`src/hdl/scm_pkg.sv`:
```
// ----------------------------------------------------------------------------
// scm_pkg - shared types and constants of the scrolling clock marquee
// Frame geometry, digit font, register map and a helper function.
// ----------------------------------------------------------------------------
package scm_pkg;

	localparam int FRAME_ROWS  = 7;
	localparam int FRAME_COLS  = 8;
	localparam int DIGIT_COUNT = 4;
	localparam int DIGIT_W     = 4;
	localparam int FONT_WIDTH  = 5;
	localparam int GLYPHS      = 10;
	localparam int POS_W       = 8;
	localparam int COL_W       = 4;

	localparam int APB_ADDR_W  = 3;
	localparam int APB_DATA_W  = 32;

	localparam logic [0:0] REG_PASS_END = 1'b0;

	localparam logic [POS_W-1:0] PASS_END_RST = 8'd12;

	localparam logic [COL_W-1:0] COLON_SLOT = 4'd7;
	localparam logic [COL_W-1:0] GAP_END    = 4'd8;
	localparam logic [COL_W-1:0] FONT_LAST  = COL_W'(FONT_WIDTH);
	localparam logic [POS_W-1:0] HOURS_UNIT = 8'd1;
	localparam logic [POS_W-1:0] DIGIT_END  = POS_W'(DIGIT_COUNT);

	typedef logic [FRAME_ROWS-1:0] column_t;
	typedef logic [FRAME_COLS-1:0] row_t;
	typedef logic [DIGIT_W-1:0]    digit_t;
	typedef digit_t [DIGIT_COUNT-1:0] digits_t;

	localparam column_t COLON_COL = 7'h24;

	localparam column_t FONT [GLYPHS][FONT_WIDTH] = '{
		'{7'h3E, 7'h51, 7'h49, 7'h45, 7'h3E},
		'{7'h00, 7'h42, 7'h7F, 7'h40, 7'h00},
		'{7'h62, 7'h51, 7'h49, 7'h49, 7'h46},
		'{7'h22, 7'h49, 7'h49, 7'h49, 7'h36},
		'{7'h18, 7'h14, 7'h12, 7'h7F, 7'h10},
		'{7'h2F, 7'h49, 7'h49, 7'h49, 7'h31},
		'{7'h3C, 7'h4A, 7'h49, 7'h49, 7'h30},
		'{7'h01, 7'h71, 7'h09, 7'h05, 7'h03},
		'{7'h36, 7'h49, 7'h49, 7'h49, 7'h36},
		'{7'h06, 7'h49, 7'h49, 7'h29, 7'h1E}
	};

	// codes above nine and columns past the glyph are blank
	function automatic column_t glyph_col(digit_t d, logic [2:0] c);
		column_t res;
		res = '0;
		if (d < DIGIT_W'(GLYPHS) && c < 3'(FONT_WIDTH)) begin
			res = FONT[d][c];
		end
		return res;
	endfunction

endpackage

```
`src/hdl/scm_if.sv`:
```
// ----------------------------------------------------------------------------
// scm_if - item channels of the scrolling clock marquee
// Tick channel carries the time digits; frame channel carries the rows.
// ----------------------------------------------------------------------------
interface scm_tick_if;
	import scm_pkg::*;

	logic   valid;
	logic   ready;
	digit_t hours_tens;
	digit_t hours_units;
	digit_t minutes_tens;
	digit_t minutes_units;

	modport source (output valid, hours_tens, hours_units, minutes_tens, minutes_units,
		input ready);
	modport sink (input valid, hours_tens, hours_units, minutes_tens, minutes_units,
		output ready);
endinterface

interface scm_frame_if;
	import scm_pkg::*;

	logic valid;
	logic ready;
	row_t row_0;
	row_t row_1;
	row_t row_2;
	row_t row_3;
	row_t row_4;
	row_t row_5;
	row_t row_6;
	logic pass_wrapped;

	modport source (output valid, row_0, row_1, row_2, row_3, row_4, row_5, row_6,
		pass_wrapped, input ready);
	modport sink (input valid, row_0, row_1, row_2, row_3, row_4, row_5, row_6,
		pass_wrapped, output ready);
endinterface

```
`src/hdl/scm_cfg_regs.sv`:
```
// ----------------------------------------------------------------------------
// scm_cfg_regs - configuration register file
// APB-style access to the pass end count; no wait states.
// ----------------------------------------------------------------------------
module scm_cfg_regs (
	input  logic                            clk,
	input  logic                            arst_n,
	input  logic                            psel,
	input  logic                            penable,
	input  logic                            pwrite,
	input  logic [scm_pkg::APB_ADDR_W-1:0]  paddr,
	input  logic [scm_pkg::APB_DATA_W-1:0]  pwdata,
	output logic [scm_pkg::APB_DATA_W-1:0]  prdata,
	output logic                            pready,
	output logic [scm_pkg::POS_W-1:0]       pass_end
);
	import scm_pkg::*;

	logic [POS_W-1:0] pass_end_q;
	logic             sel_pass_end;

	assign pready       = 1'b1;
	assign sel_pass_end = (paddr[APB_ADDR_W-1:2] == REG_PASS_END);

	always_ff @(posedge clk or negedge arst_n) begin
		if (!arst_n) begin
			pass_end_q <= PASS_END_RST;
		end else if (psel && penable && pwrite && pready && sel_pass_end) begin
			pass_end_q <= pwdata[POS_W-1:0];
		end
	end

	always_comb begin
		prdata = '0;
		if (sel_pass_end) begin
			prdata = {{(APB_DATA_W-POS_W){1'b0}}, pass_end_q};
		end
	end

	assign pass_end = pass_end_q;
endmodule

```
`src/hdl/scm_engine.sv`:
```
// ----------------------------------------------------------------------------
// scm_engine - column sequencer and frame buffer
// Picks the next column of hh:mm, shifts it into the frame, tracks the pass.
// ----------------------------------------------------------------------------
module scm_engine (
	input  logic                     clk,
	input  logic                     arst_n,
	input  logic                     step,
	input  scm_pkg::digits_t         digits,
	input  logic [scm_pkg::POS_W-1:0] pass_end,
	output scm_pkg::row_t            frame [scm_pkg::FRAME_ROWS],
	output logic                     wrapped
);
	import scm_pkg::*;

	row_t             frame_q [FRAME_ROWS];
	logic             wrapped_q;
	logic [POS_W-1:0] digit_q;
	logic [COL_W-1:0] col_q;
	digits_t          latched_q;
	logic             loaded_q;

	digits_t          eff_digits;
	digits_t          latched_d;
	digit_t           cur_digit;
	column_t          column;
	logic [POS_W-1:0] digit_d;
	logic [COL_W-1:0] col_d;
	logic [COL_W-1:0] col_inc;
	logic [POS_W:0]   pos_next;
	logic             wrap_d;

	assign eff_digits = loaded_q ? latched_q : digits;
	assign cur_digit  = eff_digits[digit_q[1:0]];
	assign col_inc    = col_q + 1'b1;
	assign pos_next   = {1'b0, digit_q} + 1'b1;

	always_comb begin
		column    = '0;
		digit_d   = digit_q;
		col_d     = col_q;
		wrap_d    = 1'b0;
		latched_d = eff_digits;
		if (digit_q < DIGIT_END) begin
			if (col_q < FONT_LAST) begin
				column = glyph_col(cur_digit, col_q[2:0]);
				col_d  = col_inc;
			end else if (digit_q == HOURS_UNIT) begin
				col_d = col_inc;
				if (col_inc == COLON_SLOT) begin
					column = COLON_COL;
				end
				if (col_inc >= GAP_END) begin
					col_d   = '0;
					digit_d = digit_q + 1'b1;
				end
			end else begin
				col_d   = '0;
				digit_d = digit_q + 1'b1;
			end
		end else if (pos_next > {1'b0, pass_end}) begin
			digit_d   = '0;
			wrap_d    = 1'b1;
			latched_d = digits;
		end else begin
			digit_d = pos_next[POS_W-1:0];
		end
	end

	always_ff @(posedge clk or negedge arst_n) begin
		if (!arst_n) begin
			for (int r = 0; r < FRAME_ROWS; r++) begin
				frame_q[r] <= '0;
			end
			wrapped_q <= 1'b0;
			digit_q   <= '0;
			col_q     <= '0;
			latched_q <= '0;
			loaded_q  <= 1'b0;
		end else if (step) begin
			for (int r = 0; r < FRAME_ROWS; r++) begin
				frame_q[r] <= {frame_q[r][FRAME_COLS-2:0], column[r]};
			end
			wrapped_q <= wrap_d;
			digit_q   <= digit_d;
			col_q     <= col_d;
			latched_q <= latched_d;
			loaded_q  <= 1'b1;
		end
	end

	assign frame   = frame_q;
	assign wrapped = wrapped_q;
endmodule

```
`src/hdl/scrolling_clock_marquee.sv`:
```
// ----------------------------------------------------------------------------
// scrolling_clock_marquee - 7x8 LED frame scroller showing hh:mm
// Input register, column sequencer with frame buffer, output handshake.
// ----------------------------------------------------------------------------
// channel  dir  handshake        payload
// tick     in   valid / ready    hours_tens, hours_units, minutes_tens, minutes_units
// frame    out  valid / ready    row_0 .. row_6, pass_wrapped
// apb      in   psel / penable   pass_end at byte address 0
//
// One item per cycle sustained while frame.ready holds; an item passes the input register, then the frame register.
// The frame register doubles as the output register; it steps only when empty or taken.
// A stalled frame holds one item in the input register, then tick.ready drops.
// Reset clears the frame, sequencer and latched digits; pass_end resets to 12.
// ----------------------------------------------------------------------------
module scrolling_clock_marquee (
	input  logic                            clk,
	input  logic                            arst_n,
	scm_tick_if.sink                        tick,
	scm_frame_if.source                     frame,
	input  logic                            psel,
	input  logic                            penable,
	input  logic                            pwrite,
	input  logic [scm_pkg::APB_ADDR_W-1:0]  paddr,
	input  logic [scm_pkg::APB_DATA_W-1:0]  pwdata,
	output logic [scm_pkg::APB_DATA_W-1:0]  prdata,
	output logic                            pready
);
	import scm_pkg::*;

	logic             valid_s1;
	digits_t          digits_s1;
	logic             out_valid_q;
	logic             step;
	logic             out_free;
	logic [POS_W-1:0] pass_end;
	row_t             rows [FRAME_ROWS];
	logic             wrapped;

	assign out_free   = !out_valid_q || frame.ready;
	assign step       = valid_s1 && out_free;
	assign tick.ready = !valid_s1 || out_free;

	always_ff @(posedge clk or negedge arst_n) begin
		if (!arst_n) begin
			valid_s1    <= 1'b0;
			out_valid_q <= 1'b0;
		end else begin
			if (tick.ready) begin
				valid_s1 <= tick.valid;
			end
			if (out_free) begin
				out_valid_q <= valid_s1;
			end
		end
	end

	always_ff @(posedge clk) begin
		if (tick.ready && tick.valid) begin
			digits_s1 <= {tick.minutes_units, tick.minutes_tens,
				tick.hours_units, tick.hours_tens};
		end
	end

	scm_cfg_regs u_regs (
		.clk      (clk),
		.arst_n   (arst_n),
		.psel     (psel),
		.penable  (penable),
		.pwrite   (pwrite),
		.paddr    (paddr),
		.pwdata   (pwdata),
		.prdata   (prdata),
		.pready   (pready),
		.pass_end (pass_end)
	);

	scm_engine u_engine (
		.clk      (clk),
		.arst_n   (arst_n),
		.step     (step),
		.digits   (digits_s1),
		.pass_end (pass_end),
		.frame    (rows),
		.wrapped  (wrapped)
	);

	assign frame.valid        = out_valid_q;
	assign frame.row_0        = rows[0];
	assign frame.row_1        = rows[1];
	assign frame.row_2        = rows[2];
	assign frame.row_3        = rows[3];
	assign frame.row_4        = rows[4];
	assign frame.row_5        = rows[5];
	assign frame.row_6        = rows[6];
	assign frame.pass_wrapped = wrapped;
endmodule
```
`src/flat_wrapper.sv`:
```
// flat-port wrapper written by rule: the top's interface ports become plain ports
module scrolling_clock_marquee_flat import scm_pkg::*;
  (clk, arst_n, psel, penable, pwrite, paddr, pwdata, prdata, pready, tick_valid, tick_hours_tens, tick_hours_units, tick_minutes_tens, tick_minutes_units, tick_ready, frame_valid, frame_row_0, frame_row_1, frame_row_2, frame_row_3, frame_row_4, frame_row_5, frame_row_6, frame_pass_wrapped, frame_ready);
  scm_tick_if tick_i ();
  scm_frame_if frame_i ();
  input  logic clk;
  input  logic arst_n;
  input  logic psel;
  input  logic penable;
  input  logic pwrite;
  input  logic [scm_pkg::APB_ADDR_W-1:0] paddr;
  input  logic [scm_pkg::APB_DATA_W-1:0] pwdata;
  output logic [scm_pkg::APB_DATA_W-1:0] prdata;
  output logic pready;
  input wire logic [$bits(tick_i.valid)-1:0] tick_valid;
  input wire logic [$bits(tick_i.hours_tens)-1:0] tick_hours_tens;
  input wire logic [$bits(tick_i.hours_units)-1:0] tick_hours_units;
  input wire logic [$bits(tick_i.minutes_tens)-1:0] tick_minutes_tens;
  input wire logic [$bits(tick_i.minutes_units)-1:0] tick_minutes_units;
  output wire logic [$bits(tick_i.ready)-1:0] tick_ready;
  output wire logic [$bits(frame_i.valid)-1:0] frame_valid;
  output wire logic [$bits(frame_i.row_0)-1:0] frame_row_0;
  output wire logic [$bits(frame_i.row_1)-1:0] frame_row_1;
  output wire logic [$bits(frame_i.row_2)-1:0] frame_row_2;
  output wire logic [$bits(frame_i.row_3)-1:0] frame_row_3;
  output wire logic [$bits(frame_i.row_4)-1:0] frame_row_4;
  output wire logic [$bits(frame_i.row_5)-1:0] frame_row_5;
  output wire logic [$bits(frame_i.row_6)-1:0] frame_row_6;
  output wire logic [$bits(frame_i.pass_wrapped)-1:0] frame_pass_wrapped;
  input wire logic [$bits(frame_i.ready)-1:0] frame_ready;
  assign tick_i.valid = tick_valid;
  assign tick_i.hours_tens = tick_hours_tens;
  assign tick_i.hours_units = tick_hours_units;
  assign tick_i.minutes_tens = tick_minutes_tens;
  assign tick_i.minutes_units = tick_minutes_units;
  assign tick_ready = tick_i.ready;
  assign frame_valid = frame_i.valid;
  assign frame_row_0 = frame_i.row_0;
  assign frame_row_1 = frame_i.row_1;
  assign frame_row_2 = frame_i.row_2;
  assign frame_row_3 = frame_i.row_3;
  assign frame_row_4 = frame_i.row_4;
  assign frame_row_5 = frame_i.row_5;
  assign frame_row_6 = frame_i.row_6;
  assign frame_pass_wrapped = frame_i.pass_wrapped;
  assign frame_i.ready = frame_ready;
  scrolling_clock_marquee u_core (.clk(clk), .arst_n(arst_n), .tick(tick_i), .frame(frame_i), .psel(psel), .penable(penable), .pwrite(pwrite), .paddr(paddr), .pwdata(pwdata), .prdata(prdata), .pready(pready));
endmodule
```
`config.mk`:
```
export PLATFORM = sky130hd
export DESIGN_NAME = scrolling_clock_marquee_flat
export DESIGN_NICKNAME = d
export VERILOG_FILES = /design/src/hdl/scm_pkg.sv /design/src/hdl/scm_if.sv /design/src/hdl/scm_cfg_regs.sv /design/src/hdl/scm_engine.sv /design/src/hdl/scrolling_clock_marquee.sv /design/src/flat_wrapper.sv
export SDC_FILE = /design/constraint.sdc
export NUM_CORES = 1
export LEC_CHECK = 0
export ABC_AREA = 0
export BUFFER_PORTS_ARGS = -buffer_cell sky130_fd_sc_hd__buf_2
export CAP_MARGIN = 20
export CORE_ASPECT_RATIO = 1.25
export CORE_MARGIN = 2
export CORE_UTILIZATION = 50
export CTS_BUF_LIST = sky130_fd_sc_hd__clkbuf_4
export DETAILED_ROUTE_END_ITERATION = 12
export PLACE_DENSITY = 0.76
export SYNTH_ARGS = -nofsm -noshare
export SYNTH_HDL_FRONTEND = slang
export SYNTH_SLANG_ARGS = --single-unit
```
`constraint.sdc`:
```
create_clock -name clk -period 5.5 [get_ports clk]
set_input_delay 1.1 -clock clk [delete_from_list [all_inputs] [get_ports clk]]
set_output_delay 1.1 -clock clk [all_outputs]
set_load 0.05 [all_outputs]
```
### After elaboration in Yosys (flattened, before gate mapping)

Memory sizes are Yosys's and may differ from the RTL's.
Index checks and enable logic that the tools add are counted.
Widths: inputs -> output; s select.

| cells by class | value |
|---|---|
| order comparisons | 9 |
| multiplexer cells | 26 |
| reductions and logical operators | 12 |
| bitwise operators | 3 |
| add/sub/neg operators | 3 |
| eq/ne operators | 4 |

Operators by type and width:

| operator | number |
|---|---|
| $mux 35 | 2 |
| $mux 16 | 3 |
| $mux 8 | 6 |
| $mux 7 | 5 |
| $bmux 7 s3 | 1 |
| $mux 4 | 4 |
| $mux 6 | 2 |
| $add 8x1->9 const B | 1 |
| $gt 9x8->1 | 1 |
| $add 8x1->8 const B | 1 |
| $bmux 4 s2 | 1 |
| $eq 8x1->1 const B | 1 |
| $ge 4x4->1 const B | 2 |
| $lt 8x3->1 const B | 1 |
| $logic_and 1x1->1 | 6 |
| $ge 5x5->1 const B | 1 |
| $not 4->5 | 1 |
| $add 4x1->4 const B | 1 |
| $eq 4x3->1 const B | 1 |
| $lt 4x3->1 const B | 1 |
| $lt 4x4->1 const B | 1 |
| $not 3->4 | 1 |
| $lt 2x3->1 const B | 1 |
| $lt 3x3->1 const B | 1 |
| other kinds (8) | 11 |

| storage, ports and cells | value |
|---|---|
| register bits after elaboration | 112 |
| memory bits (read-only) | 560 |
| memories kept | 1 |
| logic and storage cells | 80 |

Memory list:

| memory | depth | width | read ports | clocked after memory_dff | wr ports | line | RTL |
|---|---|---|---|---|---|---|---|
| (no name shown) | 16 | 35 | 1 | 0 | 0 | scm_pkg.sv:54 | `res = FONT[d][c];` |

### Logic depth before layout (Yosys ltp)

| depth | value |
|---|---|
| word-level depth | 13 |
| depth in mapped cells | 13 |
| gate-level depth less buffers | 12 |

### Cells and area by module

From an unflattened synthesis, not the netlist that was laid out.

| second synthesis, totals | value |
|---|---|
| cells, all modules | 467 |
| area total of the unflattened synthesis | 5671.7 um^2 |

Modules (own cells, without submodules):

| module | sequential area each (um^2) | area each (um^2) | instances | cells each |
|---|---|---|---|---|
| scm_engine | 2152.1 | 4505.6 | 1 | 391 |
| scrolling_clock_marquee | 530.5 | 584.3 | 1 | 24 |
| scm_cfg_regs | 202.7 | 581.8 | 1 | 52 |

### Worst setup path before layout

Ideal clock, no wire load.

| path | value |
|---|---|
| path kind | input-to-output |
| from | input port paddr[2] in the netlist's numbering |
| to | output port prdata[0] in the netlist's numbering |
| data arrival time | 1977 ps |
| buffers on the path | 1 |
| path slack | 2423 ps |
| required time | 4400 ps |
| cell stages on the path | 2 |
| path through | clkbuf_1 -> nor2b_1 |

| between the ends | value |
|---|---|
| longest elaborated chain between the ends | 1 |

RTL lines:

| item | line | RTL |
|---|---|---|
| start, declared | flat_wrapper.sv:11 | `input logic [scm_pkg::APB_ADDR_W-1:0] paddr;` |
| $mux 8 | scm_cfg_regs.sv:35 | `if (sel_pass_end) begin` |
| end, declared | flat_wrapper.sv:13 | `output logic [scm_pkg::APB_DATA_W-1:0] prdata;` |

No other way between the ends.

### Final worst setup path

| path | value |
|---|---|
| from | register u_core.u_engine.digit_q[0] |
| to | register u_core.u_engine.latched_q[2] in the netlist's numbering |

| between the ends | value |
|---|---|
| longest elaborated chain between the ends | 4 |
| elaborated cells between the ends (all ways) | 5 |

RTL lines:

| item | line | RTL |
|---|---|---|
| start, declared | scm_engine.sv:18 | `logic [POS_W-1:0] digit_q;` |
| start signal, assigned | scm_engine.sv:85 | `digit_q <= digit_d;` |
| $add 8x1->9 | scm_engine.sv:36 | `assign pos_next = {1'b0, digit_q} + 1'b1;` |
| $gt 9x8->1 | scm_engine.sv:61 | `end else if (pos_next > {1'b0, pass_end}) begin` |
| $mux 16 | scm_engine.sv:61 |  |
| $mux 16 (*) | scm_engine.sv:44 | `if (digit_q < DIGIT_END) begin` |
| end signal, assigned | scm_engine.sv:87 | `latched_q <= latched_d;` |
| end, declared | scm_engine.sv:20 | `digits_t latched_q;` |

Every way passes the cells marked *; elsewhere a longest branch is shown, timed or not.
A chain may end at the register's enable or synchronous reset.

==> results.txt <==
The async set-reset flop share out of synthesis is 85.7%. The most numerous cell type found on the critical path is sky130_fd_sc_hd__ha_1. The via density per instance is 5.53.

The power density over cell area is 598 nW/um^2. The critical path class is register to register. The DRC violation count after routing came out at 0. The width of the die is 99.7 um.

The worst-case IR drop observed on VDD is 282 uV. The row count is 43. TritonCTS built the clock tree.

Counting instances in the post-synthesis netlist gives the leading cell types as 94 x sky130_fd_sc_hd__dfrtp_1, 74 x sky130_fd_sc_hd__mux2_2, 28 x sky130_fd_sc_hd__nand2_1, 27 x sky130_fd_sc_hd__buf_4, 25 x sky130_fd_sc_hd__nor2_1. The met3 layer usage reported by global route came out at 2.69%. The final worst-path cycle share came out at 72.1%. The count of final hold-check violations came out at 0. The number of nets with antenna violations after detailed routing is 0. The number of filler instances in the final layout is 949. The critical path goes through ha_1, and3_1, nand3_1, xnor2_1, ha_1, nand4_1, nor2_1, nand4b_1, a211oi_2, nor3_1, a21oi_2, mux2_2. The relative slew slack came out at 42.5%.

In this run the most used layer during global routing was met2. The met2 global-route usage came out at 30.2%. The via count is 3,901.

The min-delay analysis places its worst path in the category register to register. The worst-path cell with the longest stage delay is sky130_fd_sc_hd__dfrtp_1. The dominant cell by count in the synthesized netlist is sky130_fd_sc_hd__dfrtp_1.

The data required time of the critical path came out at 5840 ps. The cell area that synthesis handed to floorplanning was 5730 um^2. The final routed wire length divided by cell count is 15.0 um. The cell family with the largest share of critical-path delay is simple AND/OR/NAND/NOR gates. The critical path's largest stage delay is 710 ps. Clock tree synthesis selected as its root buffer the cell sky130_fd_sc_hd__clkbuf_4. The post-synthesis cell type count is 67. The area added between synthesis and finish is 9.94%.

In this run the mean area of a mapped cell was 12.0 um^2. Once detailed placement completed, the half-perimeter wirelength came to 7880 um. The buffering stage count on the worst path with inverters included is 0. The clock net sink count came out at 112. The area of the core is 11,100 um^2. The first global-routing pass estimated 17,400 um of wire. STA classifies the critical path startpoint as a register. Global routing used 22.0% of the available met1 tracks.

The detailed router's first-iteration violation count is 196. The number of max-slew violations in the final report came out at 0. The starting density of the core is 51.4%. The slew at the pin closest to its max-slew limit is 862 ps. The routability-driven placement congestion ratio came out at 0.863. The worst setup path is captured at a register. The gate count after technology mapping is 477.

The pin count of the biggest net entering global routing is 67. Global routing used 17.7% of the available tracks. Setup slack on the critical path of the routed design comes to 1540 ps. Summed over all layers, the routed wires come to 10,600 um. The height of the die came out at 124 um. The leakage component of the power came out at 3.10 nW. Adding up every negative setup slack in the final design gives 0 ps. The port buffer count came out at 98. The run finished with clean final reports. In this run the count of I/O pins placed on the die edge is 150. The clock-pin transition on the worst setup and hold timing paths is 150 ps. The floorplan step defined a die boundary enclosing 12,300 um^2. The insertion delay of the later-clocked pin in the worst-skew pair came out at 450 ps. sky130_fd_sc_hd__dfrtp_1 takes more of the synthesized area than any other cell.

The number of buffers added to fix hold violations after cts came out at 0. The synthesized design devotes to its leading area cell type 41.1% of total area. The clock tree synthesis step divided the H-tree into 3 levels.

The number of nets at the end of the flow is 642. After clock tree synthesis, the setup repair step added 0 buffers. Based on the critical path, the design can be clocked at up to 252 MHz.

The antenna cell count came out at 0. The via count of the first global-routing pass came out at 3,709. The largest fanout of any net on the critical path came out at 16.

The sequential cell area fraction in the yosys report is 50.4%. The count of yosys warnings during synthesis is 0. The max-cap violation count came out at 0. The post-placement setup slack came out at 1540 ps.

The clock skew came out at 11.9 ps. The most used flip-flop cell after synthesis is sky130_fd_sc_hd__dfrtp_1. The global route total overflow came out at 0.

The flop and latch count out of synthesis came out at 112. The pre-antenna-repair detailed-routing pass consisted of 4 iterations. The largest buffer count on any clock path came out at 2.

The number of setup violations in the final report is 0. The post-cts sizing count is 0. The clock period minus final worst setup slack is 3960 ps. The number of antenna violations at the first check in global routing is 0.

Setup repair after global routing left no endpoint under its margin. In this run, synthesis inferred 16 flip-flops with an integrated enable. Cells with a size suffix above 1 make up 36.5% of the layout. The number of clock buffers inserted by TritonCTS came out at 9. The signal arrival time at the worst endpoint is 4300 ps. By area the synthesized netlist is led by sky130_fd_sc_hd__dfrtp_1 41%, sky130_fd_sc_hd__mux2_2 15%, sky130_fd_sc_hd__edfxtp_1 8.4%.
[power breakdown]
part | leakage [nW] | switching [W] | internal [W]
combinational | 1.65 | 0.00142 | 0.000668
sequential | 1.38 | 0.000230 | 0.00111
clock | 0.0637 | 0.000246 | 0.0000995
total | 3.10 | 0.00190 | 0.00187
[worst register-to-register path, delay by kind of cell, from the launching register on]
| family | cells | cell delay [ps] |
|---|---|---|
| AO/OA/AOI/OAI | 2 | 960 |
| XOR/XNOR | 1 | 210 |
| adder cells (fa/ha/maj) | 2 | 620 |
| flip-flops | 1 | 710 |
| multiplexers | 1 | 420 |
| AND/OR/NAND/NOR | 6 | 960 |
[per-layer routing]
metal,vias to the layer above,wire (um)
li1,1839,-
met1,1913,4590
met2,131,5250
met3,18,479
met4,0,263
met5,-,0
[final timing paths]
kind	start	endpoint	slack [ps]	cells past startpoint
max	u_core.u_engine.digit_q[0]$_DFFE_PN0P_	u_core.u_engine.latched_q[2]$_DFFE_PN0P_	1540	12
min	u_core.u_engine.wrapped$_DFFE_PN0P_	u_core.u_engine.wrapped$_DFFE_PN0P_	500	2
min reg2reg	u_core.u_engine.wrapped$_DFFE_PN0P_	u_core.u_engine.wrapped$_DFFE_PN0P_	500	2
max reg2reg	u_core.u_engine.digit_q[0]$_DFFE_PN0P_	u_core.u_engine.latched_q[2]$_DFFE_PN0P_	1540	12
max in group asynchronous	arst_n	u_core.u_engine.frame[26]$_DFFE_PN0P_	3830	2
min in group asynchronous	arst_n	u_core.u_engine.frame[23]$_DFFE_PN0P_	620	1
[final cells by class]
type                    count  area (um^2)  share of cell area (%)
well taps                 135          169                    2.68
repair buffers            100          508                    8.07
multi-input cells         323         2560                    40.6
clock buffers              11         82.6                    1.31
inverters                  19         71.3                    1.13
flip-flops and latches    112         2890                    45.8
clock inverters             5         23.8                   0.377
[stage by stage]
stage               cell area (um^2)  utilization, %  hold slack, ps  power [W]  instances
floorplan                       5820               -             472    0.00300        500
global placement                6190            55.6             465    0.00340        689
detailed placement              6190            55.6             483    0.00345        689
CTS                             6300            56.6             516    0.00380        705
global route                    6300            56.6             536    0.00402        705
finish                          6300            56.6             504    0.00377        705
[placed cells by master (no fill, tap or decap), drive strengths merged, types with 2 or more instances in the layout]
cell,instances
buf,100
dfrtp,94
mux2,74
nand2,28
nor2,25
conb,25
o21ai,25
inv,19
ha,18
edfxtp,16
clkbuf,11
a21oi,11
nand2b,9
nor3,8
nand3,8
o211ai,7
nand4,6
mux2i,6
mux4,6
and2,5
nor2b,5
clkinv,5
a22oi,5
xor2,4
xnor2,4
o21a,4
and3,3
o31ai,3
o311a,3
or3,3
o22ai,3
nand4b,2
a31oi,2
dfstp,2
a211oi,2
a21o,2
[kinds of logic (layout without fill, tap and decap cells)]
logic type | Yosys count | after routing | share of synthesized area [%]
AOI/OAI and AO/OA | 79 | 79 | 9.85
xor gates and xnor gates | 8 | 8 | 1.22
adders and majority gates | 19 | 19 | 4.28
buffers and inverters | 65 | 135 | 6.53
DFF | 112 | 112 | 50.4
muxes | 86 | 86 | 18.4
other | 2 | 25 | 0.131
and+or+nand+nor | 106 | 106 | 9.26
[registers in the layout, indices dropped and copies added (netlist names)]
signal	cells
u_core.u_engine.latched_q	16
u_core.digits_s1	16
u_core.valid_s1	1
u_core.u_regs.pass_end	8
u_core.u_engine.frame	56
u_core.u_engine.loaded_q	1
u_core.frame.valid	1
u_core.u_engine.col_q	4
u_core.u_engine.digit_q	8
u_core.u_engine.wrapped	1
No activity file was read; power rests on OpenSTA's default activity.
